**src/hw/rtl/tmcg_pkg.sv**
```systemverilog
`default_nettype none

package tmcg_pkg;

  // Font store geometry.
  localparam int unsigned GLYPH_STORE_DEPTH = 2048;
  localparam int unsigned GLYPH_ADDR_W      = $clog2(GLYPH_STORE_DEPTH);

  // Opcodes of an input item.
  localparam logic OP_LOAD   = 1'b0;
  localparam logic OP_RENDER = 1'b1;

  // Configuration register indexes.
  localparam int unsigned CFG_INDEX_W = 3;
  localparam int unsigned CFG_DATA_W  = 14;
  localparam logic [CFG_INDEX_W-1:0] REG_VIDEO_ENABLE      = 3'd0;
  localparam logic [CFG_INDEX_W-1:0] REG_WIDE_TEXT         = 3'd1;
  localparam logic [CFG_INDEX_W-1:0] REG_DISPLAY_START     = 3'd2;
  localparam logic [CFG_INDEX_W-1:0] REG_CURSOR_POSITION   = 3'd3;
  localparam logic [CFG_INDEX_W-1:0] REG_CURSOR_FIRST_LINE = 3'd4;
  localparam logic [CFG_INDEX_W-1:0] REG_CURSOR_STOP_LINE  = 3'd5;

  // Screen geometry.
  localparam logic [4:0] TEXT_ROWS     = 5'd25;
  localparam logic [6:0] COLS_WIDE     = 7'd80;
  localparam logic [6:0] COLS_NARROW   = 7'd40;
  localparam logic [8:0] STRIDE_WIDE   = 9'd320;
  localparam logic [8:0] STRIDE_NARROW = 9'd160;
  localparam logic [2:0] LAST_SCAN     = 3'd7;

  localparam logic [31:0] CURSOR_WORD = 32'hFFFF_FFFF;

  // Configuration register file contents.
  typedef struct packed {
    logic        video_enable;
    logic        wide_text;
    logic [13:0] display_start;
    logic [13:0] cursor_position;
    logic [4:0]  cursor_first_line;
    logic [4:0]  cursor_stop_line;
  } tmcg_cfg_t;

  // One classified item as it travels from the front to the back.
  typedef struct packed {
    logic                    is_load;
    logic [GLYPH_ADDR_W-1:0] glyph_addr;
    logic [7:0]              glyph_value;
    logic [7:0]              char_code;
    logic [3:0]              fg;
    logic [3:0]              bg;
    logic                    on_cursor;
    logic [15:0]             base_offset;
  } tmcg_entry_t;

  // Expand one font row into eight 4-bit pixels, leftmost pixel on top.
  function automatic logic [31:0] expand_line(logic [7:0] bits, logic [3:0] fg,
                                              logic [3:0] bg);
    logic [31:0] word;
    word = '0;
    for (int i = 0; i < 8; i++) begin
      word[4*i +: 4] = bits[i] ? fg : bg;
    end
    return word;
  endfunction

endpackage

`default_nettype wire

```
**src/hw/rtl/tmcg_front.sv**
```systemverilog
`default_nettype none

module tmcg_front
  import tmcg_pkg::*;
(
  input  wire logic        in_valid_i,
  output logic             in_stall_o,
  input  wire logic        opcode_i,
  input  wire logic [10:0] glyph_byte_index_i,
  input  wire logic [7:0]  glyph_byte_value_i,
  input  wire logic [7:0]  char_code_i,
  input  wire logic [7:0]  attribute_i,
  input  wire logic [4:0]  cell_row_i,
  input  wire logic [6:0]  cell_col_i,
  input  wire tmcg_cfg_t   cfg_i,
  input  wire logic        q_full_i,
  output logic             q_push_o,
  output tmcg_entry_t      q_entry_o
);

  logic        in_range;
  logic [11:0] row_base;
  logic [13:0] cell_addr;
  logic [15:0] row_ext;
  logic [15:0] line_base;
  logic [15:0] col_bytes;

  // The queue's fill level alone holds off the upstream side.
  assign in_stall_o = q_full_i;

  // Cells outside the active text area are dropped here.
  assign in_range = (cell_row_i < TEXT_ROWS) &&
                    (cell_col_i < (cfg_i.wide_text ? COLS_WIDE : COLS_NARROW));

  // Character index of the cell: row times 80 or 40 by shifts and adds.
  assign row_base = cfg_i.wide_text ?
                    (({7'b0, cell_row_i} << 6) + ({7'b0, cell_row_i} << 4)) :
                    (({7'b0, cell_row_i} << 5) + ({7'b0, cell_row_i} << 3));
  assign cell_addr = cfg_i.display_start + {2'b0, row_base} + {7'b0, cell_col_i};

  // Byte offset of the cell's top line: row * 8 * stride + col * 4.
  assign row_ext   = {11'b0, cell_row_i};
  assign line_base = cfg_i.wide_text ? ((row_ext << 11) + (row_ext << 9)) :
                                       ((row_ext << 10) + (row_ext << 8));
  assign col_bytes = {7'b0, cell_col_i, 2'b0};

  // Classify the item and build its queue entry.
  always_comb begin
    q_entry_o.is_load     = (opcode_i == OP_LOAD);
    q_entry_o.glyph_addr  = glyph_byte_index_i;
    q_entry_o.glyph_value = glyph_byte_value_i;
    q_entry_o.char_code   = char_code_i;
    q_entry_o.fg          = attribute_i[3:0];
    q_entry_o.bg          = attribute_i[7:4];
    q_entry_o.on_cursor   = (cell_addr == cfg_i.cursor_position);
    q_entry_o.base_offset = line_base + col_bytes;
  end

  assign q_push_o = in_valid_i && !q_full_i && ((opcode_i == OP_LOAD) || in_range);

endmodule

`default_nettype wire

```
**config.mk**
```make
export PLATFORM = sky130hd
export DESIGN_NAME = tmcg_front
export DESIGN_NICKNAME = d
export VERILOG_FILES = /design/src/hw/rtl/tmcg_pkg.sv /design/src/hw/rtl/tmcg_front.sv
export SDC_FILE = /design/constraint.sdc
export NUM_CORES = 1
export LEC_CHECK = 0
export ABC_AREA = 1
export BUFFER_PORTS_ARGS = -buffer_cell sky130_fd_sc_hd__buf_2
export CORE_ASPECT_RATIO = 0.7
export CORE_MARGIN = 8
export CORE_UTILIZATION = 46
export DETAILED_ROUTE_END_ITERATION = 10
export PLACE_DENSITY_LB_ADDON = 0.1
export REMOVE_ABC_BUFFERS = 1
export SLEW_MARGIN = 20
export SYNTH_ARGS = -nofsm -noshare
export SYNTH_HDL_FRONTEND = slang
export SYNTH_SLANG_ARGS = --single-unit
```
**constraint.sdc**
```tcl
create_clock -name vclk -period 7.8
set_input_delay 0.39 -clock vclk [all_inputs]
set_output_delay 0.39 -clock vclk [all_outputs]
set_load 0.005 [all_outputs]
```
Word level (Yosys, flattened, before mapping):

Cells that the tools add are included.

* flip-flop bits (word level): 0
* input port bits: 90

* $add $sub $neg: 7
* $lt $le $gt $ge: 2
* eq/ne operators: 1
* muxes and demuxes: 3
* bitwise logic cells: 1
* reduce and logical (&&, ||, !) cells: 5

Operator list (count)
* $add A15 B13 Y16: 1
* $add A16 B14 Y16: 1
* $add A16 B9 Y16: 1
* $mux W16: 1
* $add A14 B12 Y14: 1
* $add A14 B7 Y14: 1
* $eq A14 B14 Y1: 1
* $add A11 B9 Y12: 1
* $mux W12: 1
* $add A10 B8 Y11: 1
* $lt A7 B7 Y1: 1
* $mux W7: 1
* $lt A5 B5 Y1 const B: 1
* $logic_and A1 B1 Y1: 3
* $logic_not A1 Y1: 1
* $logic_or A1 B1 Y1: 1
* $not A1 Y1: 1

Depth between registers and ports, before layout:

Gate-level depths: netlist of the first run.

* word-level depth: 5
* gate-level depth with buffers: 20

Least setup slack after synthesis of the first run:

Ideal clock, no wire load.

* path type: input to output
* from: input port cell_row_i[0]
* to: output port q_entry_o[16] (netlist bit)
* data arrival time: 2.969 ns
* slack: 4.441 ns
* cell stages on the path: 19
* path through: ha_1 inv_1 fa_1 o21ai_2 inv_1 fa_1 inv_1 ha_1 nand2_1 nand2_1 a21oi_1 nand2_1 nand2_1 nand2_1 nand2_1 nand3_1 nor2_1 nand2_1 nor2_1

RTL lines
* from (decl): line tmcg_front.sv:13 `input wire logic [4:0] cell_row_i,`
* to (decl): line tmcg_front.sv:18 `output tmcg_entry_t q_entry_o`

==> results list, run 1 <==
- The flow ran to the end, and the final reports show no timing, DRC or antenna violations.
- Count of boundary I/O pins: 145
- Summing all flip-flop and latch instances after layout gives 0 sq um.
- Critical path class: input pin to output port
* Gr usage total: 0.169
- Highest clock rate: around 260 MHz
* Starting utilization of the core area: 0.483
- Yosys printed 0 warnings.
- Layout filler cell count: 445
- Die X-Extent: 93.2 microns
- Across the VDD grid, the largest voltage drop is slightly above 40 uV.
- Share of Yosys cell area claimed by the top area cell type: 0.183
- Largest fanout on the critical path: 4
- The final layout contains around 450 nets.
- Half-perimeter wire length of the detailed placement result: approximately 5.0 mm
- After the first detailed-routing iteration, the DRC count stood at between 50 and 60.
- Synth Area in XOR/XNOR: 0.110
* Wire length of the first global-routing pass: between 8 and 9 mm
- The tool flagged a number of max-cap violations equal to 0.
* Library cell occupying the most area in the post-synthesis netlist: ha_1
- The area growth from synthesis to layout is 1.96%.
- Of the available clock period, the critical path in the final layout requires 0.495.
- Measured on the finished design, the core utilization comes to 0.493.
- The synthesized-area fraction occupied by ao, oa, aoi and oai cells is 0.0737.
- Vias after detailed routing: between 1.5k and 2k
- The worst setup path is launched from an input pin.
- Kind of capture point of the worst setup path: output port
* Final critical delay including setup and external delays: 3.86 ns
* Min-Delay Path Class: input pin to output port
- Routed len/inst: about 15 microns
* Routed wire length: approximately 5.5 mm
- The congestion estimate from routability-driven global placement came to between 0.8 and 0.9.
- Cell repeated most along the worst path: nand2_1
* Max incr delay on CP: 0.49 ns
* Core ar.: ~4000 sq um
* Cell area after synthesis: approximately 1900 sq um
* Area of combinational cells with multiple inputs: approximately 1400 sq um
- Crit path DAT: around 3.5 ns
- Endpoint of the worst hold-timing path: q_entry_o[26]
* Final setup violation count: 0
* Per-cell via count in the routed design: about 4.6
* Max stage delay cell, worst path: fa_1
* Area share of fa/ha/maj cells after synthesis: 0.245
* Required time of the critical path: ~7.4 ns
- The first detailed-routing pass took 4 iterations.
- A synthesized cell averages approximately 6.2 sq um.
- The final layout contains a sequential cell count of 0.
- Number of clock buffers in the layout: 0
- Input and output buffers added on the ports amount to 62.
- Crit-path cells: buf_2 > ha_1 > inv_1 > fa_1 > o21ai_2 > inv_1 > fa_1 > inv_1 > ha_1 > nand2_1 > nand2_1 > a21oi_1 > nand2_1 > nand2_1 > nand2_1 > nand2_1 > nand3_1 > nor2_1 > nand2_1 > nor2_1 > buf_2
- Placement Cell Area: 1960 sq um
* Final Slew Violations: 0
- By area, the combinational part of the netlist is dominated by simple AND/OR/NAND/NOR gates.
* Final sum of negative setup slack: 0 ns
- The die covers 6520 sq um.
- In this run, post-CTS repair resized a total of 0 instances.
* Mux cell area share after synthesis: 0
* Antenna diode instance count: 0
- Final Hold Viols: 0
- The kind of cell with the highest combined delay along the critical path is adder cells.
- Number of standard cells after synthesis: around 310
* Final Instance Area: 1960 sq um
* Proportion of layout cells with a drive suffix above 1: 0.226
- Pin count of the biggest net entering global routing: 17
* Number of antenna-violating nets in the routed design: 0
- The number of antenna violations at the first check in global routing is 0.
* Std cell rows: 19
* Post-CTS Hold Buffers: 0
- Via count of the first global-routing pass: between 1.5k and 2k
* Final routed DRC violation total: 0
* Sequential cell area fraction in the yosys report: 0
* Unrepaired setup endpoints after global routing: no
* Unique cell type count in the Yosys netlist: 28
* Hold depth: 0
* Synthesized-area fraction occupied by and/or/nand/nor cells: 0.290
- For this design the static power due to leakage is approximately 1.2 nW.
- Dividing total power by cell area gives a power density of 109 nW/um^2.
* Launch instance of the worst min-delay path: char_code_i[1]
* Combined buffer and inverter count along the critical path: 5
- Once the clock tree was built, the setup fixing pass inserted 0 buffers.
* Sum of overflow across all layers after global routing: 0
* Die Y: about 70 microns
* Critical Path Stages: 21
* Synth top area cells: ha_1 18%, buf_4 17%, nand2_1 16%
-- synth_stat cells (2+ instances only) --
cell      count
o21a_1        2
ha_1         28
nand4_1       3
buf_4        44
nor2_1       18
nor2_2        2
nand3b_1      2
nand3_1      18
fa_1          6
o21ai_0       2
o21ai_1       2
inv_1        50
nand2_1      84
xor2_1       15
inv_2         2
xnor2_1       9
o21ai_2       4
a21oi_1       8
-- metrics by stage --
stage          cells  setup slack, ns  hold WS (ns)  power, mW
3_3_place_gp     379             3.97         0.780      0.211
4_1_cts          379             3.92         0.780      0.215
2_1_floorplan    265             4.44         0.780      0.159
6_report         379             3.94         0.780      0.213
5_1_grt          379             3.56         0.780      0.251
3_5_place_dp     379             3.94         0.780      0.213
-- power by group --
group / internal, mW / total, mW / switching (mW)
combinational: 0.0880 / 0.213 / 0.125
sequential: 0 / 0 / 0
clock: 0 / 0 / 0
total: 0.0880 / 0.213 / 0.125
-- cell families (layout without fill, tap and decap cells) --
group	after synthesis	count (layout)
XOR/XNOR	24	24
AND/OR/NAND/NOR	132	132
adder cells (fa/ha/maj)	34	34
AO/OA/AOI/OAI	21	21
buffers and inverters	97	114
other	1	2
-- how the worst max path moves through the flow --
stage / from / end / slack [ns]
after floorplan: cell_row_i[0] / q_entry_o[16] / 4.44
after global placement: cell_row_i[0] / q_entry_o[16] / 3.97
after detailed placement: cell_row_i[0] / q_entry_o[16] / 3.94
after CTS: cell_row_i[0] / q_entry_o[16] / 3.92
after global routing: cell_row_i[0] / q_entry_o[16] / 3.56
final: cell_row_i[0] / q_entry_o[16] / 3.94
-- cell usage in the layout (no fill, tap or decap), drive strengths merged --
cell type,n
nand2,85
buf,62
inv,52
ha,28
nor2,20
nand3,19
xor2,15
xnor2,9
o21ai,9
a21oi,8
fa,6
nand4,3
o21a,2
nand3b,2
conb,2
or2,2
nor3,1
o211ai,1
o31ai,1
-- final cells by class --
type,count,area share
inverters,52,0.0998
repair buffers,62,0.159
well taps,52,0.0333
multi-input cells,213,0.708
-- metal layers --
layer	vias to the layer above	global-route usage	wire length (microns)
li1	952	-	-
met1	707	0.240	2860
met2	84	0.202	1780
met3	2	0.116	859
met4	2	0	0
met5	-	0.0500	35
Power figures use the tool's default switching activity.
==> run 2: changes to the inputs <==
CORE_UTILIZATION = 43   (was 46)
clock period = 3.7 ns   (was 7.8 ns; I/O delays follow)
==> run 2 against run 1 <==
Critical path depth shrank 1. Worst hold slack got worse by 0.41 ns. First-iteration DRC count fell by 1.8%. Flip-flop and latch count unchanged. Combinational power grew 110%. Via count up 1.9%. Setup slack got worse by 3.6 ns. Critical endpoint unchanged.
==> results list, run 2 (synthesized netlist as in run 1, its figures left out) <==
* Unrepaired setup endpoints after global routing: no
- The final layout net count is 454 (+0.22%).
- The number of nets still failing antenna checks after routing is 0 (unchanged).
- Crit path DAT: 3.16 ns (-0.31 ns)
* Switching fraction of total power: 0.582 (-0.00448)
- Final Worst Setup Slack: 0.350 ns (-3.59 ns)
- The number of input and output port buffers inserted was 62 (unchanged).
- By startpoint and endpoint, the worst setup path is classified as input pin to output port.
- The worst endpoint required time is 3.51 ns (-3.90 ns).
* Most common library cell in the layout ignoring fill and taps: nand2_1
- Routed len/inst: 13.9 microns (-4.8%)
- The static power due to leakage is 1.22 nW (+0.53%).
- Part of the total power dissipated in combinational logic: 1.000 (about the same)
- Kind of capture point of the worst setup path: output port
- Run status: complete, no violations
- The post-route non-filler standard cell count came to 383 (+1.1%).
- Final weighted congestion in routability-driven placement: 0.807 (-1.8%)
- Final routed DRC violation total: 0 (unchanged)
- Sequential cell fraction of total power: 0 (unchanged)
- Power per standard cell area: 227 nW/um^2 (+110%)
- Number of clock buffers in the layout: 0 (unchanged)
- Die X-Extent: 95.8 microns (+2.8%)
* DIE AREA: 6890 sq um (+5.6%)
- The final setup violation count was 0 (unchanged).
* Final sum of negative setup slack: 0 ns (unchanged)
- The sequential cell area in the final layout came to 0 sq um (unchanged).
- The number of cells after detailed placement was 383 (+1.1%).
- Internal Dissipation: 0.187 mW (+110%)
- The number of hold violations in the final report was 0 (unchanged).
* Met3 wire length: 869 microns (+1.2%)
- Endpoint of the worst hold-timing path: q_entry_o[31]
- The core occupancy in the finished layout was 0.459 (-0.0339).
- The wire length of the first global-routing pass was 8.37 mm (-6.8%).
- Final critical delay including setup and external delays: between 3 and 4 ns
- The detailed-route wire length came to 5.33 mm (-3.8%).
- Largest vdd supply drop: 75.3 uV (+84%)
- STA classifies the critical path startpoint as an input pin.
* Min-Delay Path Class: input pin to output port
* Highest metal layer with signal wires: met5
- The number of detailed-routing iterations run before antenna repair was 4 (unchanged).
* Half-perimeter wire length of the detailed placement result: 4.87 mm (-2.0%)
- Post-CTS Hold Buffers: 0 (unchanged)
* Final Slew Violations: 0 (unchanged)
- In the layout the commonest cells are 84 x nand2_1, 62 x buf_2, 50 x inv_1.
- The worst hold path begins at char_code_i[6].
- Via count of the first global-routing pass: 1706 (-5.0%)
- The met1 routed wirelength after detailed routing came to 2.82 mm (-1.5%).
* Number of flip-flops and latches: 0 (unchanged)
* Drt first-iter violations: 56 (-1.8%)
- The residual overflow from global routing came to 0 (unchanged).
* Starting utilization of the core area: 0.446 (-0.0375)
- The pre-CTS setup slack was 0.329 ns (-3.61 ns).
- Static timing analysis puts the maximum clock frequency at roughly 300 MHz.
- The maximum fanout encountered on the critical timing path came to 4 (unchanged).
- The routed length on met2 was 1.60 mm (-10%).
- The largest net degree at the start of global routing came to 17 (unchanged).
- Area growth from synthesis to layout: 2.94%
- The number of instances on the worst hold path was 0 (unchanged).
- Per-cell via count in the routed design: 4.65 (+0.88%)
- The die boundary height came to 71.9 microns (+2.6%).
- The number of vias in the routed layout was 1781 (+1.9%).
- The number of antenna violations at the first check in global routing came to 0 (unchanged).
* Proportion of layout cells with a drive suffix above 1: 0.232 (+0.00541)
- Total net switching power: 0.261 mW (+110%)
- Final cycle utilization of the critical path: 0.905
* Std cell rows: 20 (+1)
* Maxcap violations: 0 (unchanged)
* Share of power burned in the clock network: 0 (unchanged)
* Count of boundary I/O pins: 145 (unchanged)
* Gr usage total: 0.153 (-0.0164)
- The area of the core was 4300 sq um (+8.4%).
- The count of inserted antenna diode cells came to 0 (unchanged).
run 2: changes by cell type in the layout (fill, tap and decap cells not counted), sizes merged:
cell / delta
buf: +1
run 2: layout make-up:
| cell class | count | area, sq um |
|---|---|---|
| fillers | 493 | 2330 |
| multi-input cells | 213 | 1390 |
| repair buffers | 63 | 318 |
| inverters | 52 | 195 |
| well taps | 55 | 68.8 |
run 2: power groups by stage:
stage | sequential (mW) | clock (mW) | combinational [mW]
after global placement | 0 | 0 | 0.448
after floorplan | 0 | 0 | 0.334
after CTS | 0 | 0 | 0.453
after detailed placement | 0 | 0 | 0.450
after global routing | 0 | 0 | 0.526
final | 0 | 0 | 0.448
run 2: worst max-delay path, cell delays in order:
cell and delay [ns]:
buf_2 0.11, ha_1 0.16, inv_1 0.05, fa_1 0.42, o21ai_1 0.19, xor2_1 0.24, o21ai_1 0.13, ha_1 0.29
ha_1 0.36, nand2_1 0.13, nor2_1 0.15, nand3_1 0.13, nand3_1 0.10, nand2_1 0.05, nand2_1 0.05, nand2_1 0.06
nor2_1 0.10, nand2_1 0.07, nor2_1 0.07, buf_2 0.11
run 2: worst max path at each step:
| stage | from | endpoint | slack, ns |
|---|---|---|---|
| global route | cell_row_i[0] | q_entry_o[16] | 0.02 |
| global placement | cell_row_i[0] | q_entry_o[16] | 0.31 |
| CTS | cell_row_i[0] | q_entry_o[16] | 0.31 |
| detailed placement | cell_row_i[0] | q_entry_o[16] | 0.33 |
| finish | cell_row_i[0] | q_entry_o[16] | 0.35 |
| floorplan | cell_row_i[0] | q_entry_o[16] | 0.75 |
run 2: metrics by stage:
stage | instance area (sq um) | total power, mW | hold WS (ns)
after CTS | 1970 | 0.453 | 0.370
after floorplan | 1580 | 0.334 | 0.370
final | 1970 | 0.448 | 0.370
after global routing | 1970 | 0.526 | 0.370
after global placement | 1970 | 0.448 | 0.370
after detailed placement | 1970 | 0.450 | 0.370
run 2: what timing repair did:
action,4_1_cts,5_1_grt
gates resized for setup,0,2
endpoints found under the setup margin,0,1
endpoints found under the hold margin,0,0
buffers inserted,0,0
run 2: routing by layer:
metal,GRT usage,vias up
met3,0.105,2
met2,0.171,103
met1,0.225,718
met4,0.00170,2
li1,-,956
met5,0.0744,-
