`config.mk`:
```
export PLATFORM = sky130hd
export DESIGN_NAME = tmcg_fifo
export DESIGN_NICKNAME = d
export VERILOG_FILES = /design/src/hw/rtl/tmcg_pkg.sv /design/src/hw/rtl/tmcg_fifo.sv
export SDC_FILE = /design/constraint.sdc
export NUM_CORES = 1
export LEC_CHECK = 0
export ABC_CLOCK_PERIOD_IN_PS = 2300
export BUFFER_PORTS_ARGS = -buffer_cell sky130_fd_sc_hd__clkbuf_2
export CAP_MARGIN = 20
export CELL_PAD_IN_SITES_DETAIL_PLACEMENT = 1
export CELL_PAD_IN_SITES_GLOBAL_PLACEMENT = 2
export CORE_ASPECT_RATIO = 0.8
export CORE_MARGIN = 3
export CORE_UTILIZATION = 40
export CTS_CLUSTER_DIAMETER = 100
export DETAILED_ROUTE_END_ITERATION = 6
export PLACE_DENSITY = 0.74
export SETUP_SLACK_MARGIN = 0.2
export SYNTH_ARGS = -nofsm -noshare
export SYNTH_HDL_FRONTEND = slang
export SYNTH_SLANG_ARGS = --single-unit
```
`constraint.sdc`:
```
create_clock -name clk_i -period 2.3 [get_ports clk_i]
set_input_delay 0.115 -clock clk_i [delete_from_list [all_inputs] [get_ports clk_i]]
set_output_delay 0.115 -clock clk_i [all_outputs]
set_load 0.02 [all_outputs]
```
`src/hw/rtl/tmcg_pkg.sv`:
```
`default_nettype none

package tmcg_pkg;

  // Font store geometry.
  localparam int unsigned GLYPH_STORE_DEPTH = 2048;
  localparam int unsigned GLYPH_ADDR_W      = $clog2(GLYPH_STORE_DEPTH);

  // Opcodes of an input item.
  localparam logic OP_LOAD   = 1'b0;
  localparam logic OP_RENDER = 1'b1;

  // Configuration register indexes.
  localparam int unsigned CFG_INDEX_W = 3;
  localparam int unsigned CFG_DATA_W  = 14;
  localparam logic [CFG_INDEX_W-1:0] REG_VIDEO_ENABLE      = 3'd0;
  localparam logic [CFG_INDEX_W-1:0] REG_WIDE_TEXT         = 3'd1;
  localparam logic [CFG_INDEX_W-1:0] REG_DISPLAY_START     = 3'd2;
  localparam logic [CFG_INDEX_W-1:0] REG_CURSOR_POSITION   = 3'd3;
  localparam logic [CFG_INDEX_W-1:0] REG_CURSOR_FIRST_LINE = 3'd4;
  localparam logic [CFG_INDEX_W-1:0] REG_CURSOR_STOP_LINE  = 3'd5;

  // Screen geometry.
  localparam logic [4:0] TEXT_ROWS     = 5'd25;
  localparam logic [6:0] COLS_WIDE     = 7'd80;
  localparam logic [6:0] COLS_NARROW   = 7'd40;
  localparam logic [8:0] STRIDE_WIDE   = 9'd320;
  localparam logic [8:0] STRIDE_NARROW = 9'd160;
  localparam logic [2:0] LAST_SCAN     = 3'd7;

  localparam logic [31:0] CURSOR_WORD = 32'hFFFF_FFFF;

  // Configuration register file contents.
  typedef struct packed {
    logic        video_enable;
    logic        wide_text;
    logic [13:0] display_start;
    logic [13:0] cursor_position;
    logic [4:0]  cursor_first_line;
    logic [4:0]  cursor_stop_line;
  } tmcg_cfg_t;

  // One classified item as it travels from the front to the back.
  typedef struct packed {
    logic                    is_load;
    logic [GLYPH_ADDR_W-1:0] glyph_addr;
    logic [7:0]              glyph_value;
    logic [7:0]              char_code;
    logic [3:0]              fg;
    logic [3:0]              bg;
    logic                    on_cursor;
    logic [15:0]             base_offset;
  } tmcg_entry_t;

  // Expand one font row into eight 4-bit pixels, leftmost pixel on top.
  function automatic logic [31:0] expand_line(logic [7:0] bits, logic [3:0] fg,
                                              logic [3:0] bg);
    logic [31:0] word;
    word = '0;
    for (int i = 0; i < 8; i++) begin
      word[4*i +: 4] = bits[i] ? fg : bg;
    end
    return word;
  endfunction

endpackage

`default_nettype wire

```
`src/hw/rtl/tmcg_fifo.sv`:
```
`default_nettype none

module tmcg_fifo
  import tmcg_pkg::*;
#(
  parameter int unsigned DEPTH = 4
) (
  input  wire logic        clk_i,
  input  wire logic        rst_ni,
  input  wire logic        push_i,
  input  wire tmcg_entry_t entry_i,
  output logic             full_o,
  input  wire logic        pop_i,
  output logic             empty_o,
  output tmcg_entry_t      head_o
);

  localparam int unsigned PTR_W = (DEPTH > 1) ? $clog2(DEPTH) : 1;
  localparam int unsigned CNT_W = $clog2(DEPTH + 1);
  localparam logic [PTR_W-1:0] LAST_PTR = PTR_W'(DEPTH - 1);
  localparam logic [CNT_W-1:0] FULL_CNT = CNT_W'(DEPTH);

  tmcg_entry_t      slot_q [DEPTH];
  logic [PTR_W-1:0] wr_ptr_q, wr_ptr_d;
  logic [PTR_W-1:0] rd_ptr_q, rd_ptr_d;
  logic [CNT_W-1:0] count_q, count_d;

  assign full_o  = (count_q == FULL_CNT);
  assign empty_o = (count_q == '0);
  assign head_o  = slot_q[rd_ptr_q];

  // Pointer and fill level bookkeeping.
  always_comb begin
    wr_ptr_d = wr_ptr_q;
    rd_ptr_d = rd_ptr_q;
    count_d  = count_q;
    if (push_i) begin
      wr_ptr_d = (wr_ptr_q == LAST_PTR) ? '0 : wr_ptr_q + 1'b1;
    end
    if (pop_i) begin
      rd_ptr_d = (rd_ptr_q == LAST_PTR) ? '0 : rd_ptr_q + 1'b1;
    end
    if (push_i && !pop_i) begin
      count_d = count_q + 1'b1;
    end else if (!push_i && pop_i) begin
      count_d = count_q - 1'b1;
    end
  end

  always_ff @(posedge clk_i or negedge rst_ni) begin
    if (!rst_ni) begin
      wr_ptr_q <= '0;
      rd_ptr_q <= '0;
      count_q  <= '0;
    end else begin
      wr_ptr_q <= wr_ptr_d;
      rd_ptr_q <= rd_ptr_d;
      count_q  <= count_d;
    end
  end

  // Entry storage needs no reset.
  always_ff @(posedge clk_i) begin
    if (push_i) begin
      slot_q[wr_ptr_q] <= entry_i;
    end
  end

`ifndef NO_ASSERTIONS
  a_no_overflow: assert property (@(posedge clk_i) disable iff (!rst_ni)
    !(push_i && full_o)) else $error("queue written while full");
  a_no_underflow: assert property (@(posedge clk_i) disable iff (!rst_ni)
    !(pop_i && empty_o)) else $error("queue read while empty");
  a_count_bound: assert property (@(posedge clk_i) disable iff (!rst_ni)
    count_q <= FULL_CNT) else $error("queue fill level out of range");
`endif

endmodule

`default_nettype wire

```
## Word level (Yosys, flattened, before mapping)

Memory sizes are Yosys's and may differ from the RTL's.
Cells that the tools add are included.

| storage, ports and cells | value |
|---|---|
| word-level logic and storage cells | 23 |
| bits in registers | 7 |
| memories | 1 |
| memory bits (writable) | 212 |

Memory list:

| name | words | width | read ports | clocked after memory_dff | wr ports | line | RTL |
|---|---|---|---|---|---|---|---|
| slot_q | 4 | 53 | 1 | 0 | 1 | tmcg_fifo.sv:23 | `tmcg_entry_t slot_q [DEPTH];` |

| operators by class | value |
|---|---|
| $add $sub $neg | 4 |
| equality and inequality tests | 3 |
| mux-type cells | 6 |
| reduce and logical (&&, ||, !) cells | 6 |

Operators by type and width:

| operator | number |
|---|---|
| $mux W3 | 2 |
| $add A2 B1 Y2 const B | 2 |
| $eq A2 B2 Y1 const B | 2 |
| $mux W2 | 2 |
| $add A3 B1 Y3 const B | 1 |
| $eq A3 B3 Y1 const B | 1 |
| $logic_not A3 Y1 | 1 |
| $sub A3 B1 Y3 const B | 1 |
| $logic_and A1 B1 Y1 | 2 |
| $logic_not A1 Y1 | 2 |
| $mux W1 | 2 |
| $reduce_bool A2 Y1 | 1 |

## Longest topological paths before layout

Gate-level depths: netlist of run 1.

| depth | value |
|---|---|
| depth after elaboration | 4 |
| gate-level depth with buffers | 7 |
| gate-level depth less buffers | 7 |

## Worst setup path after synthesis of run 1

Ideal clock, no wire load.

| timing | value |
|---|---|
| path type | register to register |
| from | register wr_ptr_q[0] |
| to | memory slot_q[0][0] (netlist name) (enable) |
| period minus slack after synthesis | 2.299 ns |
| library setup time | 0.416 ns |
| path buffers | 0 |
| required time | 1.884 ns |
| cell stages (with the launch flop) | 4 |
| arrival time | 1.883 ns |
| setup slack | 0.001 ns |
| cell sequence | dfrtp_1 > inv_1 > ha_1 > and2_1 |

RTL lines:

| element | line | RTL |
|---|---|---|
| start, declared | tmcg_fifo.sv:24 | `logic [PTR_W-1:0] wr_ptr_q, wr_ptr_d;` |
| start signal, assigned | tmcg_fifo.sv:56 | `wr_ptr_q <= wr_ptr_d;` |
| end, declared | tmcg_fifo.sv:23 |  |

Straight into the memory's write port.

==> summary.txt, run 1 <==
Outcome
  – Status: finished clean

Floorplanning
  – Site Rows: 45
  – Die X: ~170 µm
  – I/O pins: around 110
  – Starting Density: between 40% and 50%
  – Total core area: 0.0195 mm²
  – Die Ht: approximately 130 µm
  – Die area: ~0.022 mm²

Final layout
  – Filler cells: approximately 1,800
  – Register area: 0.00655 mm²
  – Finished Layout Cells: 796
  – Nets: roughly 590
  – Area of the multi-input gates: between 0.001 and 0.0015 mm²
  – Final Util: a little over half
  – Synth-to-Final Area Change: 29.8%
  – Layout cells sized above 1: 41.7%

Global route
  – Total GRT Usage: between 10% and 20%
  – Wire length of the first global-routing pass: 24,900 µm
  – Largest net degree at the start of global routing: 32
  – Total grt overflow: 0
  – Initial antenna violation count: 0
  – Vias in the first global route: between 4,000 and 5,000

Yosys
  – Synth warnings: 0
  – Gate Count Post-Synth: between 300 and 400
  – Syn Nets: 378
  – Syn avg cell area: approximately 26 µm²
  – Largest area contributor in the netlist: edfxtp_1
  – Yosys top cell area share: 78.3%
  – Seq/Total Area, Yosys: around four fifths
  – Synthesis-stage register bit count: ~220
  – Distinct cell type count after synthesis: 19
  – Dominant cells by area after synthesis: edfxtp_1 (78%), mux4_2 (13%), dfrtp_1 (2.2%)
  – Post-Syn Area: 0.00813 mm²

Setup path
  – Crit Path Max Fanout: 5
  – CP Data Required Time: 2.18 ns
  – Slowest stage delay, CP: approximately 0.49 ns
  – Worst path slowest cell: dfrtp_4
  – CP Capture Type: output pin
  – Crit path kind: reg -> out
  – Crit. path cell count: 5
  – Crit path buf inv count: 4
  – Critical path's top delay family: buffers and inverters
  – Worst Reg-to-Reg Cells: 4
  – Worst EP arrival: about 2.0 ns
  – Most common cell on crit path: buf_4
  – CP startpoint kind: register
  – CP Cell Sequence: buf_12 > buf_4 > buf_4 > mux4_2 > clkbuf_8

STA
  – Minimum clock period: roughly 2.1 ns
  – Final Hold Vio Count: 0
  – Fin crit share: around nine tenths
  – Setup TNS: 0 ns
  – Hold WS: 0.387 ns
  – Fmax: around 480 MHz
  – RSZ-0062 raised after global routing: true
  – Tightest Pin Transition: 0.409 ns
  – Final Slew Violations: 0
  – Setup violators final: 0
  – Final worst setup slack: between 0.15 and 0.2 ns
  – Clk_skew: about 0.0097 ns
  – Slew margin rel.: 72.7%

Hold path
  – Worst hold path class: in -> reg
  – Min-Delay Path Depth: 2

Clock network
  – CTS max path bufs: 3
  – CTS Buf Count: 23
  – TritonCTS clock tree: built
  – CTS Sinks: around 220
  – H-tree lvl count: 1
  – Clock Latency Late Sink: between 0.4 and 0.5 ns
  – Reg clk slew, reported paths: ~0.060 ns
  – CTS Root Cell: clkbuf_16

Drt
  – DRT Wirelength: around 16,000 µm
  – DRC violations left: 0
  – Routed WL per cell: approximately 20 µm
  – Drt first pass iters: 4
  – Via count: between 3,000 and 4,000
  – Vias per inst: slightly below 5
  – DRT iter0 DRCs: roughly 330
  – DRT antenna net count: 0

Flow run
  – MaxCap Viol Count: 0

Pwr
  – Peak VDD IR: 0.861 mV
  – Power Density: 1250 mW/mm²
  – Leakage: ~3.7 nW

Placed design
  – Final Wtd Congestion: ~0.67
  – Placed cells: a little under 700
  – Port bufs: 111
  – HPWL after DPL: slightly below 10,000 µm
  – DP Worst Slack: around 0.47 ns
layout by cell type (no fill, tap or decap), types with 3 or more instances in the layout:
cell type        n
edfxtp_1       212
clkbuf_2       109
dlygate4sd3_1   58
mux4_2          49
clkbuf_16       24
buf_12          13
buf_4            9
clkbuf_1         8
ha_1             6
dfrtp_1          5
inv_1            4
and2_2           4
mux4_1           4
mux2_2           3
nor2_1           3
clkinv_1         3
clkinv_2         3
sequential cells by signal, indices dropped and copies added, names as in the netlist:
signal	flops
count_q	3
wr_ptr_q	2
slot_q	212
rd_ptr_q	2
power by group:
part           internal [mW]  switching, mW  leakage (nW)
sequential              5.13          0.217          2.03
clock                   2.07           1.38         0.338
combinational           1.99           2.41          1.36
total                   9.19           4.01          3.73
cell families after synthesis:
kind of cell               after synthesis  share of synthesized area, %
AOI/OAI and AO/OA                        2                         0.123
xor gates and xnor gates                 3                         0.323
adders and majority gates                7                          1.17
buffers and inverters                   16                          1.92
DFF                                    219                          80.4
muxes                                   56                          15.3
and+or+nand+nor                         11                         0.692
synth_stat cells:
master    number
and2_1         4
nand2_1        2
buf_6          1
xor2_1         2
buf_2          6
mux4_2        48
nor3_1         1
xnor2_1        1
o21ai_0        2
nor3b_1        1
buf_12         5
nor2_1         3
fa_1           1
ha_1           6
mux4_1         5
edfxtp_1     212
inv_1          4
mux2_2         3
dfrtp_1        7
stage by stage:
stage          instance area (µm²)  power, mW
2_1_floorplan                 8140       8.19
3_3_place_gp                  9120       9.43
3_5_place_dp                  9120       9.54
4_1_cts                      10500       13.2
5_1_grt                      10600       13.9
6_report                     10600       13.2
final cells by class:
class | count | share of cell area (%)
repair buffers | 194 | 14.4
diodes | 1 | 0.0237
clock buffers | 31 | 5.74
inverters | 4 | 0.142
well taps | 258 | 3.06
clock inverters | 10 | 0.960
flip-flops and latches | 219 | 62.1
multi-input cells | 79 | 13.6
per-layer routing:
layer  share of wire [%]  track usage (%)
met4                 1.4             2.49
met2                  49             24.5
met5                   0                0
met3                 6.4             3.67
met1                  43             19.9
repair_timing:
item,4_1_cts,5_1_grt
setup buffers,5,5
cloned,0,1
gates resized for setup,5,2
setup endpoints to repair,51,35
hold buffers,58,0
hold endpoints to repair,223,0
final timing paths:
path,endpoint,start,slack (ns)
max in group asynchronous,wr_ptr_q[0]$_DFFE_PN0P_,rst_ni,0.97
max,head_o[36],rd_ptr_q[0]$_DFFE_PN0P_,0.20
min reg2reg,count_q[2]$_DFFE_PN0P_,count_q[2]$_DFFE_PN0P_,0.52
max reg2reg,slot_q[0][7]$_DFFE_PP_,wr_ptr_q[0]$_DFFE_PN0P_,0.63
min in group asynchronous,rd_ptr_q[1]$_DFFE_PN0P_,rst_ni,0.52
min,slot_q[3][21]$_DFFE_PP_,entry_i[21],0.39
Power figures use the tool's default switching activity.
==> run 2: changes to the inputs <==
- ABC_AREA: unset -> 1
- CORE_UTILIZATION: 40 -> 36
- PLACE_DENSITY: 0.74 -> 0.76
- TNS_END_PERCENT: unset -> 20
==> run 2 against run 1 <==
Sequential power about the same. Global-route usage up 0.75 points. Final cell count up 48%. Worst setup slack better by 0.11 ns. Synthesized cell count up 110%. Clock-buffer cell count unchanged. Final area up 6.4%. Critical endpoint is now head_o[20]. Highest routed layer unchanged.
==> summary.txt, run 2 <==
Flow run
  – MaxCap Viol Count: 0 (unchanged)

Floorplanning
  – Site Rows: 50 (was 45)
  – I/O pins: 112 (unchanged)
  – Die Ht: 146 µm (was 134 µm)
  – Starting Density: 37.1% (was 41.7%)
  – Total core area: 0.0236 mm² (was 0.0195 mm²)
  – Die X: 180 µm (was 165 µm)
  – Die area: 0.0263 mm² (was 0.0221 mm²)

Outcome
  – Status: finished clean (unchanged)

Yosys
  – Dominant cells by area after synthesis: edfxtp_1 (73%), o211ai_1 (9.1%), nand2_1 (7.5%) (was edfxtp_1 (78%), mux4_2 (13%), dfrtp_1 (2.2%))
  – Main synth FF type: edfxtp_1 (unchanged)
  – Largest area contributor in the netlist: edfxtp_1 (unchanged)
  – Seq/Total Area, Yosys: 74.6% (was 80.4%)
  – Gate Count Post-Synth: 670 (was 314)
  – Synth warnings: 0 (unchanged)
  – Asr flop ratio synth: 3.20% (unchanged)
  – Yosys top cell area share: 72.6% (was 78.3%)
  – Post-Syn Area: 0.00877 mm² (was 0.00813 mm²)
  – Syn Nets: 734 (was 378)
  – Top-count cell post-synth: edfxtp_1 (unchanged)
  – Syn avg cell area: 13.1 µm² (was 25.9 µm²)
  – Most frequent cells after synthesis: edfxtp_1 (212), nand2_1 (175), inv_1 (117) (was edfxtp_1 (212), mux4_2 (48), dfrtp_1 (7))
  – Post-synth EDFFs: 212 (unchanged)
  – Synthesis-stage register bit count: 219 (unchanged)
  – Distinct cell type count after synthesis: 18 (was 19)

Clock network
  – TritonCTS clock tree: built (unchanged)
  – CTS Sinks: 219 (unchanged)
  – CTS Root Cell: clkbuf_16 (unchanged)
  – Reg clk slew, reported paths: 0.06 ns (about the same)
  – H-tree lvl count: 1 (unchanged)
  – CTS Buf Count: 24 (was 23)
  – Clock Latency Late Sink: 0.50 ns (was 0.49 ns)
  – CTS max path bufs: 3 (unchanged)

STA
  – RSZ-0062 raised after global routing: true (unchanged)
  – Tightest Pin Transition: 0.442 ns (was 0.409 ns)
  – Final Hold Vio Count: 0 (unchanged)
  – Slew margin rel.: 70.5% (was 72.7%)
  – Setup violators final: 0 (unchanged)
  – Clk_skew: 0.00619 ns (was 0.00968 ns)
  – Fin crit share: 86.8% (was 91.4%)
  – Final worst setup slack: 0.304 ns (was 0.198 ns)
  – Minimum clock period: 2.00 ns (was 2.10 ns)
  – Setup TNS: 0 ns (unchanged)
  – Hold WS: 0.370 ns (was 0.387 ns)
  – Fmax: 501 MHz (was 476 MHz)
  – Final Slew Violations: 0 (unchanged)

Pwr
  – Overall Power: 13.9 mW (was 13.2 mW)
  – Leakage: 4.58 nW (was 3.73 nW)
  – Power Density: 1240 mW/mm² (was 1250 mW/mm²)
  – Peak VDD IR: 0.536 mV (was 0.861 mV)

Final layout
  – Register area: 0.00654 mm² (was 0.00655 mm²)
  – Top reg by flops: slot_q (unchanged)
  – Most frequent cells in the layout: edfxtp_1 (212), nand2_1 (175), inv_1 (113) (was edfxtp_1 (212), clkbuf_2 (109), dlygate4sd3_1 (58))
  – Post-layout instance area: 0.0112 mm² (was 0.0106 mm²)
  – Layout cells sized above 1: 20.2% (was 41.7%)
  – Antenna diodes: 0 (was 1)
  – Final Util: 47.5% (was 54.2%)
  – Area of the multi-input gates: 0.00160 mm² (was 0.00144 mm²)
  – Filler cells: 2,429 (was 1,751)
  – Largest register FFs: 212 (unchanged)
  – Finished Layout Cells: 1,178 (was 796)
  – Nets: 912 (was 585)
  – Largest regs: slot_q: 212 flops, count_q: 3 flops (unchanged)
  – Commonest non-fill, non-tap cell in the layout: edfxtp_1 (unchanged)
  – Synth-to-Final Area Change: 28.1% (was 29.8%)

Global route
  – Initial antenna violation count: 0 (unchanged)
  – Wire length of the first global-routing pass: 32,600 µm (was 24,900 µm)
  – Total grt overflow: 0 (unchanged)
  – Total GRT Usage: 15.4% (was 14.7%)
  – Largest net degree at the start of global routing: 58 (was 32)
  – Vias in the first global route: 6,164 (was 4,436)

Drt
  – Drt first pass iters: 4 (unchanged)
  – Vias per inst: 4.78 (was 4.96)
  – DRC violations left: 0 (unchanged)
  – Routed WL per cell: 17.3 µm (was 20.2 µm)
  – DRT Wirelength: 20,400 µm (was 16,100 µm)
  – DRT antenna net count: 0 (unchanged)
  – Via count: 5,634 (was 3,950)
  – DRT iter0 DRCs: 272 (was 329)

Placed design
  – Port bufs: 111 (unchanged)
  – Placed cells: 1,074 (was 685)
  – HPWL after DPL: 12,300 µm (was 9670 µm)
  – Final Wtd Congestion: 0.707 (was 0.675)
  – DP Worst Slack: 0.662 ns (was 0.470 ns)
  – Post-DP Area: 0.00978 mm² (was 0.00912 mm²)

Setup path
  – CP Capture Type: output pin (unchanged)
  – Worst EP arrival: 1.88 ns (was 1.99 ns)
  – Crit path kind: reg -> out (unchanged)
  – CP Data Required Time: 2.18 ns (about the same)
  – CP startpoint kind: register (unchanged)
  – Crit Path Max Fanout: 57 (was 5)

Hold path
  – Worst hold path class: in -> reg (unchanged)
-- run 2: cell count changes in the layout (fill, tap and decap cells not counted), sizes merged, moves of 3 or more --
cell	previous run	this run
nand2	2	175
inv	4	119
o211ai	0	106
mux4	53	0
buf	24	17
and2	4	0
mux2	3	0
-- run 2: path summary, 6_finish.rpt --
check	cells past startpoint	start	endpoint	slack (ns)
max	6	rd_ptr_q[0]$_DFFE_PN0P_	head_o[20]	0.30
min	2	entry_i[31]	slot_q[2][31]$_DFFE_PP_	0.37
max reg2reg	4	wr_ptr_q[0]$_DFFE_PN0P_	slot_q[3][39]$_DFFE_PP_	0.75
min reg2reg	2	count_q[2]$_DFFE_PN0P_	count_q[2]$_DFFE_PN0P_	0.53
max in group asynchronous	3	rst_ni	rd_ptr_q[0]$_DFFE_PN0P_	1.43
min in group asynchronous	3	rst_ni	count_q[2]$_DFFE_PN0P_	0.58
-- run 2: power breakdown --
group          internal, mW  switching [mW]  leakage, nW  total, mW
clock                  2.33            1.52        0.386       3.85
sequential             5.12           0.212         2.03       5.33
combinational          1.53            3.24         2.17       4.76
-- run 2: timing repair --
action	CTS	global route
endpoints found under the hold margin	223	0
buffers inserted	1	0
gates cloned	2	0
endpoints found under the setup margin	28	7
hold buffers	57	0
resized for setup	7	1
-- run 2: cell families (layout without fill, tap and decap cells) --
group | after synthesis | count (layout) | share of synthesized area [%]
xor gates and xnor gates | 1 | 1 | 0.0999
adders and majority gates | 7 | 7 | 1.08
DFF | 219 | 219 | 74.6
AOI/OAI and AO/OA | 110 | 110 | 9.30
buffers and inverters | 153 | 349 | 7.12
and+or+nand+nor | 180 | 180 | 7.78
-- run 2: cell type report --
cell class | count | share of cell area [%]
flip-flops and latches | 219 | 58.3
multi-input cells | 298 | 14.3
repair buffers | 185 | 12.7
clock buffers | 31 | 5.77
inverters | 119 | 4.16
well taps | 312 | 3.48
clock inverters | 13 | 1.35
repair inverters | 1 | 0.0780
-- run 2: critical path, stage by stage, from the launching register on --
cell      delay, ns
dfrtp_2        0.48
inv_16         0.14
buf_16         0.24
nand2_1        0.08
o211ai_1       0.08
nand2_1        0.13
clkbuf_2       0.18
-- run 2: per-layer routing --
| layer | routed length [µm] | global-route usage (%) | up-vias |
|---|---|---|---|
| met5 | 0 | 0 | - |
| met4 | 429 | 3.53 | 0 |
| met3 | 1080 | 3.62 | 41 |
| met2 | 9940 | 26.8 | 129 |
| met1 | 8960 | 19.7 | 2775 |
| li1 | - | - | 2689 |
